`src/rtl/tce_pkg.sv`:
```
// ----------------------------------------------------------------------------
// tce_pkg: shared types and constants for the Takagi curve evaluator
// Formats, register indexes, and the controller/datapath command bundles.
// ----------------------------------------------------------------------------
`timescale 1ns / 1ps

package tce_pkg;

	// Default build parameters
	localparam int MAX_TERMS_BOUND_DEF = 50;
	localparam int FRAC_BITS_DEF       = 32;

	// Port field widths
	localparam int IN_W      = 32;
	localparam int OUT_W     = 39;
	localparam int WEIGHT_W  = 32;
	localparam int MAXT_W    = 6;
	localparam int CFG_IDX_W = 1;

	// Running weight w^k in Q1.48
	localparam int TW_FRAC = 48;
	localparam int TW_W    = TW_FRAC + 1;

	// Register reset values
	localparam logic [WEIGHT_W-1:0] WEIGHT_RST    = 32'h8000_0000;
	localparam logic [MAXT_W-1:0]   MAX_TERMS_RST = 6'd50;

	// Multiplier pass sequencing: four partial products per product
	localparam int PHASE_W = 2;
	localparam logic [PHASE_W-1:0] PHASE_FIRST = 2'd0;
	localparam logic [PHASE_W-1:0] PHASE_LAST  = 2'd3;

	// Configuration register indexes
	typedef enum logic [CFG_IDX_W-1:0] {
		REG_WEIGHT    = 1'b0,
		REG_MAX_TERMS = 1'b1
	} cfg_reg_t;

	// Controller to datapath
	typedef struct packed {
		logic               load;
		logic               mul_en;
		logic [PHASE_W-1:0] phase;
		logic               step;
		logic               finish;
	} tce_cmd_t;

	// Datapath to controller
	typedef struct packed {
		logic stop;
		logic out_free;
	} tce_status_t;

endpackage

```
`src/rtl/tce_mul.sv`:
```
// ----------------------------------------------------------------------------
// tce_mul: multi-cycle unsigned multiplier
// Splits each operand in two halves and sums the four partial products over
// four passes into a full-width product register.
// ----------------------------------------------------------------------------
`timescale 1ns / 1ps

module tce_mul #(
	parameter int A_W = 49,
	parameter int B_W = 33
) (
	input  logic                              clk,
	input  logic                              en,
	input  logic [tce_pkg::PHASE_W-1:0]       phase,
	input  logic [A_W-1:0]                    a,
	input  logic [B_W-1:0]                    b,
	output logic [A_W+B_W-1:0]                prod
);

	localparam int HA  = (A_W + 1) / 2;
	localparam int HB  = (B_W + 1) / 2;
	localparam int P_W = A_W + B_W;

	logic [HA-1:0]      a_part;
	logic [HB-1:0]      b_part;
	logic [HA+HB-1:0]   pp;
	logic [P_W-1:0]     pp_sh;
	logic [P_W-1:0]     prod_q;

	// phase[0] picks the upper half of a, phase[1] the upper half of b
	always_comb begin
		a_part = phase[0] ? HA'(a[A_W-1:HA]) : a[HA-1:0];
		b_part = phase[1] ? HB'(b[B_W-1:HB]) : b[HB-1:0];
		pp     = {{HB{1'b0}}, a_part} * {{HA{1'b0}}, b_part};
		case (phase)
			2'd0:    pp_sh = P_W'(pp);
			2'd1:    pp_sh = P_W'(pp) << HA;
			2'd2:    pp_sh = P_W'(pp) << HB;
			2'd3:    pp_sh = P_W'(pp) << (HA + HB);
			default: pp_sh = P_W'(pp);
		endcase
	end

	// Accumulate; the first pass restarts the sum
	always_ff @(posedge clk) begin
		if (en) begin
			prod_q <= ((phase == tce_pkg::PHASE_FIRST) ? '0 : prod_q) + pp_sh;
		end
	end

	assign prod = prod_q;

endmodule

```
`src/rtl/tce_datapath.sv`:
```
// ----------------------------------------------------------------------------
// tce_datapath: series datapath of the Takagi curve evaluator
// Holds the configuration, fraction, tent value, running weight, term count,
// partial sum and the output register; two multipliers form each term.
// ----------------------------------------------------------------------------
`timescale 1ns / 1ps

module tce_datapath #(
	parameter int MAX_TERMS_BOUND = tce_pkg::MAX_TERMS_BOUND_DEF,
	parameter int FRAC_BITS       = tce_pkg::FRAC_BITS_DEF
) (
	input  logic                            clk,
	input  logic                            arst_n,
	input  logic                            cfg_we,
	input  logic [tce_pkg::CFG_IDX_W-1:0]   cfg_index,
	input  logic [tce_pkg::WEIGHT_W-1:0]    cfg_data,
	input  logic [tce_pkg::IN_W-1:0]        x_frac,
	input  tce_pkg::tce_cmd_t               cmd,
	output tce_pkg::tce_status_t            status,
	output logic                            out_valid,
	input  logic                            out_ready,
	output logic [tce_pkg::OUT_W-1:0]       curve_value
);

	localparam int FB      = FRAC_BITS;
	localparam int TENT_W  = FB + 1;
	localparam int TERM_W  = FB + 2;
	localparam int CNT_W   = $clog2(MAX_TERMS_BOUND + 1);
	localparam int ACC_W   = FB + $clog2(MAX_TERMS_BOUND) + 1;
	localparam int TW_W    = tce_pkg::TW_W;
	localparam int PT_W    = TW_W + TENT_W;
	localparam int PW_W    = TW_W + tce_pkg::WEIGHT_W;
	localparam int SC_W    = ACC_W + 32;
	localparam int OUT_W   = tce_pkg::OUT_W;
	localparam logic [TW_W-1:0] TW_ONE = {1'b1, {tce_pkg::TW_FRAC{1'b0}}};
	localparam logic [CNT_W-1:0] CNT_ONE = CNT_W'(1);

	// tent(t) = 2t below one half, 2(1 - t) otherwise, Q1.FB
	function automatic logic [TENT_W-1:0] tent_of(input logic [FB-1:0] t);
		logic [FB:0] diff;
		diff = {1'b1, {FB{1'b0}}} - {1'b0, t};
		if (!t[FB-1])
			tent_of = {t, 1'b0};
		else
			tent_of = {diff[FB-1:0], 1'b0};
	endfunction

	logic [tce_pkg::WEIGHT_W-1:0] weight_q;
	logic [tce_pkg::MAXT_W-1:0]   max_terms_q;
	logic [FB-1:0]                t_q;
	logic [TENT_W-1:0]            tent_q;
	logic [TW_W-1:0]              tw_q;
	logic [CNT_W-1:0]             cnt_q;
	logic [ACC_W-1:0]             sum_q;
	logic [OUT_W-1:0]             out_q;
	logic                         out_valid_q;

	logic [FB+31:0]               x_wide;
	logic [FB-1:0]                t_in;
	logic [CNT_W-1:0]             limit;
	logic [PT_W-1:0]              prod_t;
	logic [PW_W-1:0]              prod_w;
	logic [TERM_W-1:0]            term;
	logic [TW_W-1:0]              tw_next;
	logic [FB-1:0]                t_next;
	logic [SC_W-1:0]              scaled;
	logic [OUT_W-1:0]             result;

	// Configuration registers
	always_ff @(posedge clk or negedge arst_n) begin
		if (!arst_n) begin
			weight_q    <= tce_pkg::WEIGHT_RST;
			max_terms_q <= tce_pkg::MAX_TERMS_RST;
		end else if (cfg_we) begin
			case (tce_pkg::cfg_reg_t'(cfg_index))
				tce_pkg::REG_WEIGHT:    weight_q    <= cfg_data;
				tce_pkg::REG_MAX_TERMS: max_terms_q <= cfg_data[tce_pkg::MAXT_W-1:0];
				default: ;
			endcase
		end
	end

	// Input rescale to Q0.FB and term limit clamp
	always_comb begin
		x_wide = {x_frac, {FB{1'b0}}} >> 32;
		t_in   = x_wide[FB-1:0];
		if (max_terms_q == '0)
			limit = CNT_ONE;
		else if ({1'b0, max_terms_q} > (tce_pkg::MAXT_W+1)'(MAX_TERMS_BOUND))
			limit = CNT_W'(MAX_TERMS_BOUND);
		else
			limit = CNT_W'(max_terms_q);
	end

	// Term product and weight update product
	tce_mul #(.A_W(TW_W), .B_W(TENT_W)) u_mul_term (
		.clk   (clk),
		.en    (cmd.mul_en),
		.phase (cmd.phase),
		.a     (tw_q),
		.b     (tent_q),
		.prod  (prod_t)
	);

	tce_mul #(.A_W(TW_W), .B_W(tce_pkg::WEIGHT_W)) u_mul_weight (
		.clk   (clk),
		.en    (cmd.mul_en),
		.phase (cmd.phase),
		.a     (tw_q),
		.b     (weight_q),
		.prod  (prod_w)
	);

	// Step values and stop test
	always_comb begin
		term        = prod_t[PT_W-1:tce_pkg::TW_FRAC];
		tw_next     = prod_w[32 +: TW_W];
		t_next      = {t_q[FB-2:0], 1'b0};
		status.stop = (cnt_q == CNT_ONE) || (tw_next == '0) || (t_next == '0);
		status.out_free = !out_valid_q || out_ready;
	end

	// Series state
	always_ff @(posedge clk or negedge arst_n) begin
		if (!arst_n) begin
			cnt_q <= '0;
		end else if (cmd.load) begin
			cnt_q <= limit;
		end else if (cmd.step) begin
			cnt_q <= cnt_q - CNT_ONE;
		end
	end

	always_ff @(posedge clk) begin
		if (cmd.load) begin
			t_q    <= t_in;
			tent_q <= tent_of(t_in);
			tw_q   <= TW_ONE;
			sum_q  <= '0;
		end else if (cmd.step) begin
			t_q    <= t_next;
			tent_q <= tent_of(t_next);
			tw_q   <= tw_next;
			sum_q  <= sum_q + ACC_W'(term);
		end
	end

	// Rescale Q.FB sum to Q7.32 with saturation
	always_comb begin
		scaled = {sum_q, 32'b0} >> FB;
		if (|scaled[SC_W-1:OUT_W])
			result = '1;
		else
			result = scaled[OUT_W-1:0];
	end

	// Output register
	always_ff @(posedge clk or negedge arst_n) begin
		if (!arst_n) begin
			out_valid_q <= 1'b0;
		end else if (cmd.finish) begin
			out_valid_q <= 1'b1;
		end else if (out_ready) begin
			out_valid_q <= 1'b0;
		end
	end

	always_ff @(posedge clk) begin
		if (cmd.finish) begin
			out_q <= result;
		end
	end

	assign out_valid   = out_valid_q;
	assign curve_value = out_q;

`ifndef SYNTHESIS
	// A step never runs with the term budget used up
	a_step_cnt: assert property (@(posedge clk) disable iff (!arst_n)
		cmd.step |-> (cnt_q != '0))
		else $error("term step with zero remaining count");

	// A new point starts from unit weight and an empty sum
	a_load_init: assert property (@(posedge clk) disable iff (!arst_n)
		cmd.load |=> (tw_q == TW_ONE) && (sum_q == '0))
		else $error("series not initialized on load");

	// A result is only written into a free output register
	a_finish_free: assert property (@(posedge clk) disable iff (!arst_n)
		cmd.finish |-> (!out_valid_q || out_ready))
		else $error("result overwrites pending output");

	// Running weight stays in (0, 1] while products are formed
	a_tw_range: assert property (@(posedge clk) disable iff (!arst_n)
		cmd.mul_en |-> (tw_q <= TW_ONE) && (tw_q != '0))
		else $error("running weight out of range");
`endif

endmodule

```
`src/rtl/tce_ctrl.sv`:
```
// ----------------------------------------------------------------------------
// tce_ctrl: sequencer of the Takagi curve evaluator
// Accepts a point, runs four multiplier passes and one update per term until
// the datapath reports a stop, then hands the sum to the output register.
// ----------------------------------------------------------------------------
`timescale 1ns / 1ps

module tce_ctrl (
	input  logic                  clk,
	input  logic                  arst_n,
	input  logic                  in_valid,
	output logic                  in_ready,
	input  tce_pkg::tce_status_t  status,
	output tce_pkg::tce_cmd_t     cmd
);

	typedef enum logic [1:0] {
		ST_IDLE,
		ST_MUL,
		ST_STEP,
		ST_DONE
	} state_t;

	state_t                        state_q;
	logic [tce_pkg::PHASE_W-1:0]   phase_q;

	// Command decode
	always_comb begin
		in_ready   = (state_q == ST_IDLE);
		cmd.load   = in_ready && in_valid;
		cmd.mul_en = (state_q == ST_MUL);
		cmd.phase  = phase_q;
		cmd.step   = (state_q == ST_STEP);
		cmd.finish = (state_q == ST_DONE) && status.out_free;
	end

	// State and pass counter
	always_ff @(posedge clk or negedge arst_n) begin
		if (!arst_n) begin
			state_q <= ST_IDLE;
			phase_q <= tce_pkg::PHASE_FIRST;
		end else begin
			case (state_q)
				ST_IDLE: begin
					phase_q <= tce_pkg::PHASE_FIRST;
					if (in_valid) state_q <= ST_MUL;
				end
				ST_MUL: begin
					phase_q <= phase_q + 1'b1;
					if (phase_q == tce_pkg::PHASE_LAST) state_q <= ST_STEP;
				end
				ST_STEP: begin
					phase_q <= tce_pkg::PHASE_FIRST;
					state_q <= status.stop ? ST_DONE : ST_MUL;
				end
				ST_DONE: begin
					if (status.out_free) state_q <= ST_IDLE;
				end
				default: state_q <= ST_IDLE;
			endcase
		end
	end

endmodule

```
`src/rtl/takagi_curve_evaluator_top.sv`:
```
// ----------------------------------------------------------------------------
// takagi_curve_evaluator_top: generalized Takagi curve at one abscissa
// Each point sums n terms, n = terms summed (1 to 50), and each term takes four
// passes of the shared-half multipliers plus one update, until m_tvalid rises.
// One point in flight: a new point is accepted only once the last one has finished.
// A finished result waits in the output register while the next point runs.
// Reset (arst_n low, async): weight = 0.5, max_terms = 50, both channels empty.
// ----------------------------------------------------------------------------
`timescale 1ns / 1ps

module takagi_curve_evaluator_top #(
	parameter int MAX_TERMS_BOUND = tce_pkg::MAX_TERMS_BOUND_DEF,
	parameter int FRAC_BITS       = tce_pkg::FRAC_BITS_DEF
) (
	input  logic                            clk,
	input  logic                            arst_n,
	// input stream
	input  logic                            s_tvalid,
	output logic                            s_tready,
	input  logic [31:0]                     s_tdata,   // [31:0] x_frac
	// output stream
	output logic                            m_tvalid,
	input  logic                            m_tready,
	output logic [39:0]                     m_tdata,   // [38:0] curve_value, [39] zero
	// configuration writes
	input  logic                            cfg_we,
	input  logic [tce_pkg::CFG_IDX_W-1:0]   cfg_index,
	input  logic [tce_pkg::WEIGHT_W-1:0]    cfg_data
);

	tce_pkg::tce_cmd_t             cmd;
	tce_pkg::tce_status_t          status;
	logic [tce_pkg::OUT_W-1:0]     curve_value;

	tce_ctrl u_ctrl (
		.clk      (clk),
		.arst_n   (arst_n),
		.in_valid (s_tvalid),
		.in_ready (s_tready),
		.status   (status),
		.cmd      (cmd)
	);

	tce_datapath #(
		.MAX_TERMS_BOUND (MAX_TERMS_BOUND),
		.FRAC_BITS       (FRAC_BITS)
	) u_datapath (
		.clk         (clk),
		.arst_n      (arst_n),
		.cfg_we      (cfg_we),
		.cfg_index   (cfg_index),
		.cfg_data    (cfg_data),
		.x_frac      (s_tdata),
		.cmd         (cmd),
		.status      (status),
		.out_valid   (m_tvalid),
		.out_ready   (m_tready),
		.curve_value (curve_value)
	);

	assign m_tdata = {1'b0, curve_value};

endmodule
```
`config.mk`:
```
export PLATFORM = sky130hd
export DESIGN_NAME = takagi_curve_evaluator_top
export DESIGN_NICKNAME = d
export VERILOG_FILES = /design/src/rtl/tce_pkg.sv /design/src/rtl/tce_mul.sv /design/src/rtl/tce_datapath.sv /design/src/rtl/tce_ctrl.sv /design/src/rtl/takagi_curve_evaluator_top.sv
export SDC_FILE = /design/constraint.sdc
export NUM_CORES = 2
export LEC_CHECK = 0
export BUFFER_PORTS_ARGS = -buffer_cell sky130_fd_sc_hd__buf_2
export CORE_MARGIN = 2
export CORE_UTILIZATION = 55
export DETAILED_ROUTE_END_ITERATION = 16
export PLACE_DENSITY = 0.71
export SLEW_MARGIN = 15
export SYNTH_ARGS = -nofsm -noshare
export SYNTH_HDL_FRONTEND = slang
export SYNTH_HIERARCHICAL = 1
export SYNTH_SLANG_ARGS = --single-unit
```
`constraint.sdc`:
```
create_clock -name clk -period 11.9 [get_ports clk]
set_clock_uncertainty 0.2 [all_clocks]
set_input_delay 0 -clock clk [delete_from_list [all_inputs] [get_ports clk]]
set_output_delay 0 -clock clk [all_outputs]
set_load 0.02 [all_outputs]
```
==> results.cfg <==
[final_layout]
final_area_mm2 = 0.0621
fin_util = 0.601
area_growth_pct = 8.65
drive_above_1_share = 0.0817
layout.nets = 7806

[clock_tree]
cts-buffers-inserted = 50
clock-sinks = 401
clk_pin_slew_worst_paths_ns = 0.06
cts_tree = yes
htree_levels = 2
clockBufferDepth = 3
root_buffer = clkbuf_16
insertion_delay_ns = 0.64

[floorplanning]
core_mm2 = 0.103
initial_core_util = 0.553
die_h_um = 326
fp.dieArea_mm2 = 0.107
ios = 112
core.rowCount = 118
die_w_um = 326

[hold_path]
hp-class = in2reg

[setup_path]
end_kind = flop
arrival_ns = 11.66
path_class = reg2reg
reg2reg_setup_slack_ns = 0.42
cp-start-kind = flop
critical_path.slowest_cell = mux2_2
cpPeakStageDelay_ns = 0.70
crit_path_max_fanout = 33
critical_path_required_ns = 12.08

[synthesis]
synth_top_family_by_area = adder cells
yosysMostFrequentCell = inv_1
synthCells = 6541
synth_mux_area_frac = 0.0556
synth-edff-count = 264
synth.largest_area_cell = fa_1
synthAdderAreaFrac = 0.327
synth_area_leaders = fa_1 (23%), edfxtp_1 (14%), ha_1 (9.4%)
ys.flop_type = edfxtp_1
synth_warnings = 6
ys_ff_latch = 401
ys_seq_area_frac = 0.191
synthDominantCellAreaShare = 0.234
synthSimpleGateAreaFrac = 0.164
synthArstFlopShare = 0.122
synth-compound-area-share = 0.134
ys_types = 121
synthTopCellsByCount = inv_1 (880), nand2_1 (833), fa_1 (667), nor2_1 (621), ha_1 (429)
synth_xor_xnor_area_share = 0.0501
postSynthAreaPerCell_um2 = 8.74
synth.cell_area_mm2 = 0.0572

[timing]
hold_viol = 0
rsz0062_at_grt = false
finalMaxSlewViolations = 0
max_freq_mhz = 87.1
final.setup.tns_ns = 0
slew_headroom = 0.218
tightest_slew_ns = 1.17
finalSetupViolations = 0
final.period_utilization = 0.965
min_period_ns = 11.48

[grt]
grt_pass1_vias = 49146
antenna_found_initial = 6
overflow = 0
grtUsageTotal = 0.347
grt_pass1_wl_um = 286000
grt_max_degree = 164

[drt]
firstDrtPassIters = 8
wl_per_cell_um = 23.2
detail-route-antenna-nets = 0
initialDrtViolationCount = 4604
vias = 48679
routed_wl_um = 187000
routed_via_density = 6.04
drcViolationCount = 0

[flow_run]
cap_violations = 0

[placed_design]
place.gp.congestion = 1.00
port_buffers = 110
hpwlAfterDp_um = 145000
dpl_cell_area_mm2 = 0.0590

[run_status]
outcome = completed
## cell type report
class                      count  area [um^2]
clock inverter                24          235
antenna                        3         7.51
fill                        8981        41200
clock buffer                  69         1480
tap                         1380         1730
inverter                     883         3310
sequential                   401        10900
timing repair buffer         335         2600
multi-input combinational   4969        41800
## path summary, 6_finish.rpt
kind                                                    startpoint                                         end  cells past startpoint
worst max-delay path                 u_ctrl/phase_q[1]$_DFFE_PN0P_  u_datapath/u_mul_weight/prod[80]$_DFFE_PP_                     35
worst min-delay path                                   s_tdata[29]                u_datapath/t_q[29]$_DFFE_PP_                      3
worst max register to register       u_ctrl/phase_q[1]$_DFFE_PN0P_  u_datapath/u_mul_weight/prod[80]$_DFFE_PP_                     35
worst min register to register  u_datapath/result[38]$_SDFFE_PP0P_        u_datapath/curve_value[38]$_DFFE_PP_                      0
max in group asynchronous                                   arst_n               u_ctrl/phase_q[0]$_DFFE_PN0P_                      4
min in group asynchronous                                   arst_n            u_datapath/out_valid$_DFFE_PN0P_                      4
## metal layers
layer | global-route usage | vias to the layer above | wire, um
met1 | 0.427 | 23728 | 70800
met4 | 0.209 | 4 | 13300
met5 | 0 | - | 38
met3 | 0.0505 | 604 | 14300
met2 | 0.580 | 2455 | 88500
li1 | - | 21888 | -
## state kept, by name, summed over array words and instances, names as in the netlist, 31 cells and up
signal,flops
u_datapath/u_mul_term/prod,82
u_datapath/u_mul_weight/prod,81
u_datapath/tent_q,31
u_datapath/t_q,31
u_datapath/curve_value,39
u_datapath/weight_q,32
u_datapath/result,39
u_datapath/tw_q,49
## critical path, delay by kind of cell, from the launching register on
| family | cells | cell delay (ns) |
|---|---|---|
| fa+ha+maj | 8 | 3.90 |
| compound gates | 12 | 2.82 |
| simple gates | 5 | 1.27 |
| buf+inv | 7 | 1.01 |
| mux | 1 | 0.70 |
| flops | 1 | 0.65 |
| xor+xnor | 2 | 0.62 |
## per-stage QoR
stage	instances	setup WS (ns)	hold slack (ns)
global route	8063	0.00252	0.119
CTS	8061	0.600	0.0919
global placement	7835	0.746	-0.0259
detailed placement	7835	0.601	-0.0314
finish	8064	0.419	0.118
floorplan	6543	1.74	-0.496
## repair_timing
| item | CTS | global route |
|---|---|---|
| hold buffers | 133 | 0 |
| endpoints found under the hold margin | 175 | 0 |
| resized for setup | 0 | 2 |
| setup endpoints to repair | 0 | 5 |
| setup buffers | 0 | 0 |
## logic make-up (layout without fill, tap and decap cells)
group,count (synthesis),count (layout)
buffers and inverters,1173,1311
other,2,7
AND/OR/NAND/NOR,2077,2077
multiplexers,298,298
adder cells (fa/ha/maj),1096,1096
flip-flops,401,401
AO/OA/AOI/OAI,1169,1169
XOR/XNOR,325,325
## placed cells by master, fill, tap and decap left out, types with 58 or more instances in the layout
master	n
fa_1	667
a21o_1	159
nand2_1	833
dfxtp_1	88
ha_1	429
nor2b_1	182
buf_2	110
nand3_1	70
buf_4	90
xor2_1	136
nor2_1	619
nand4_1	92
inv_1	879
edfxtp_1	264
mux2i_1	141
o21bai_1	58
o21ai_0	200
xnor2_1	187
and2_1	63
mux2_2	155
dlygate4sd3_1	133
a21oi_1	364
Power is not shown: default switching activity piles up to over one toggle a cycle in this logic, so the estimate is an artifact.
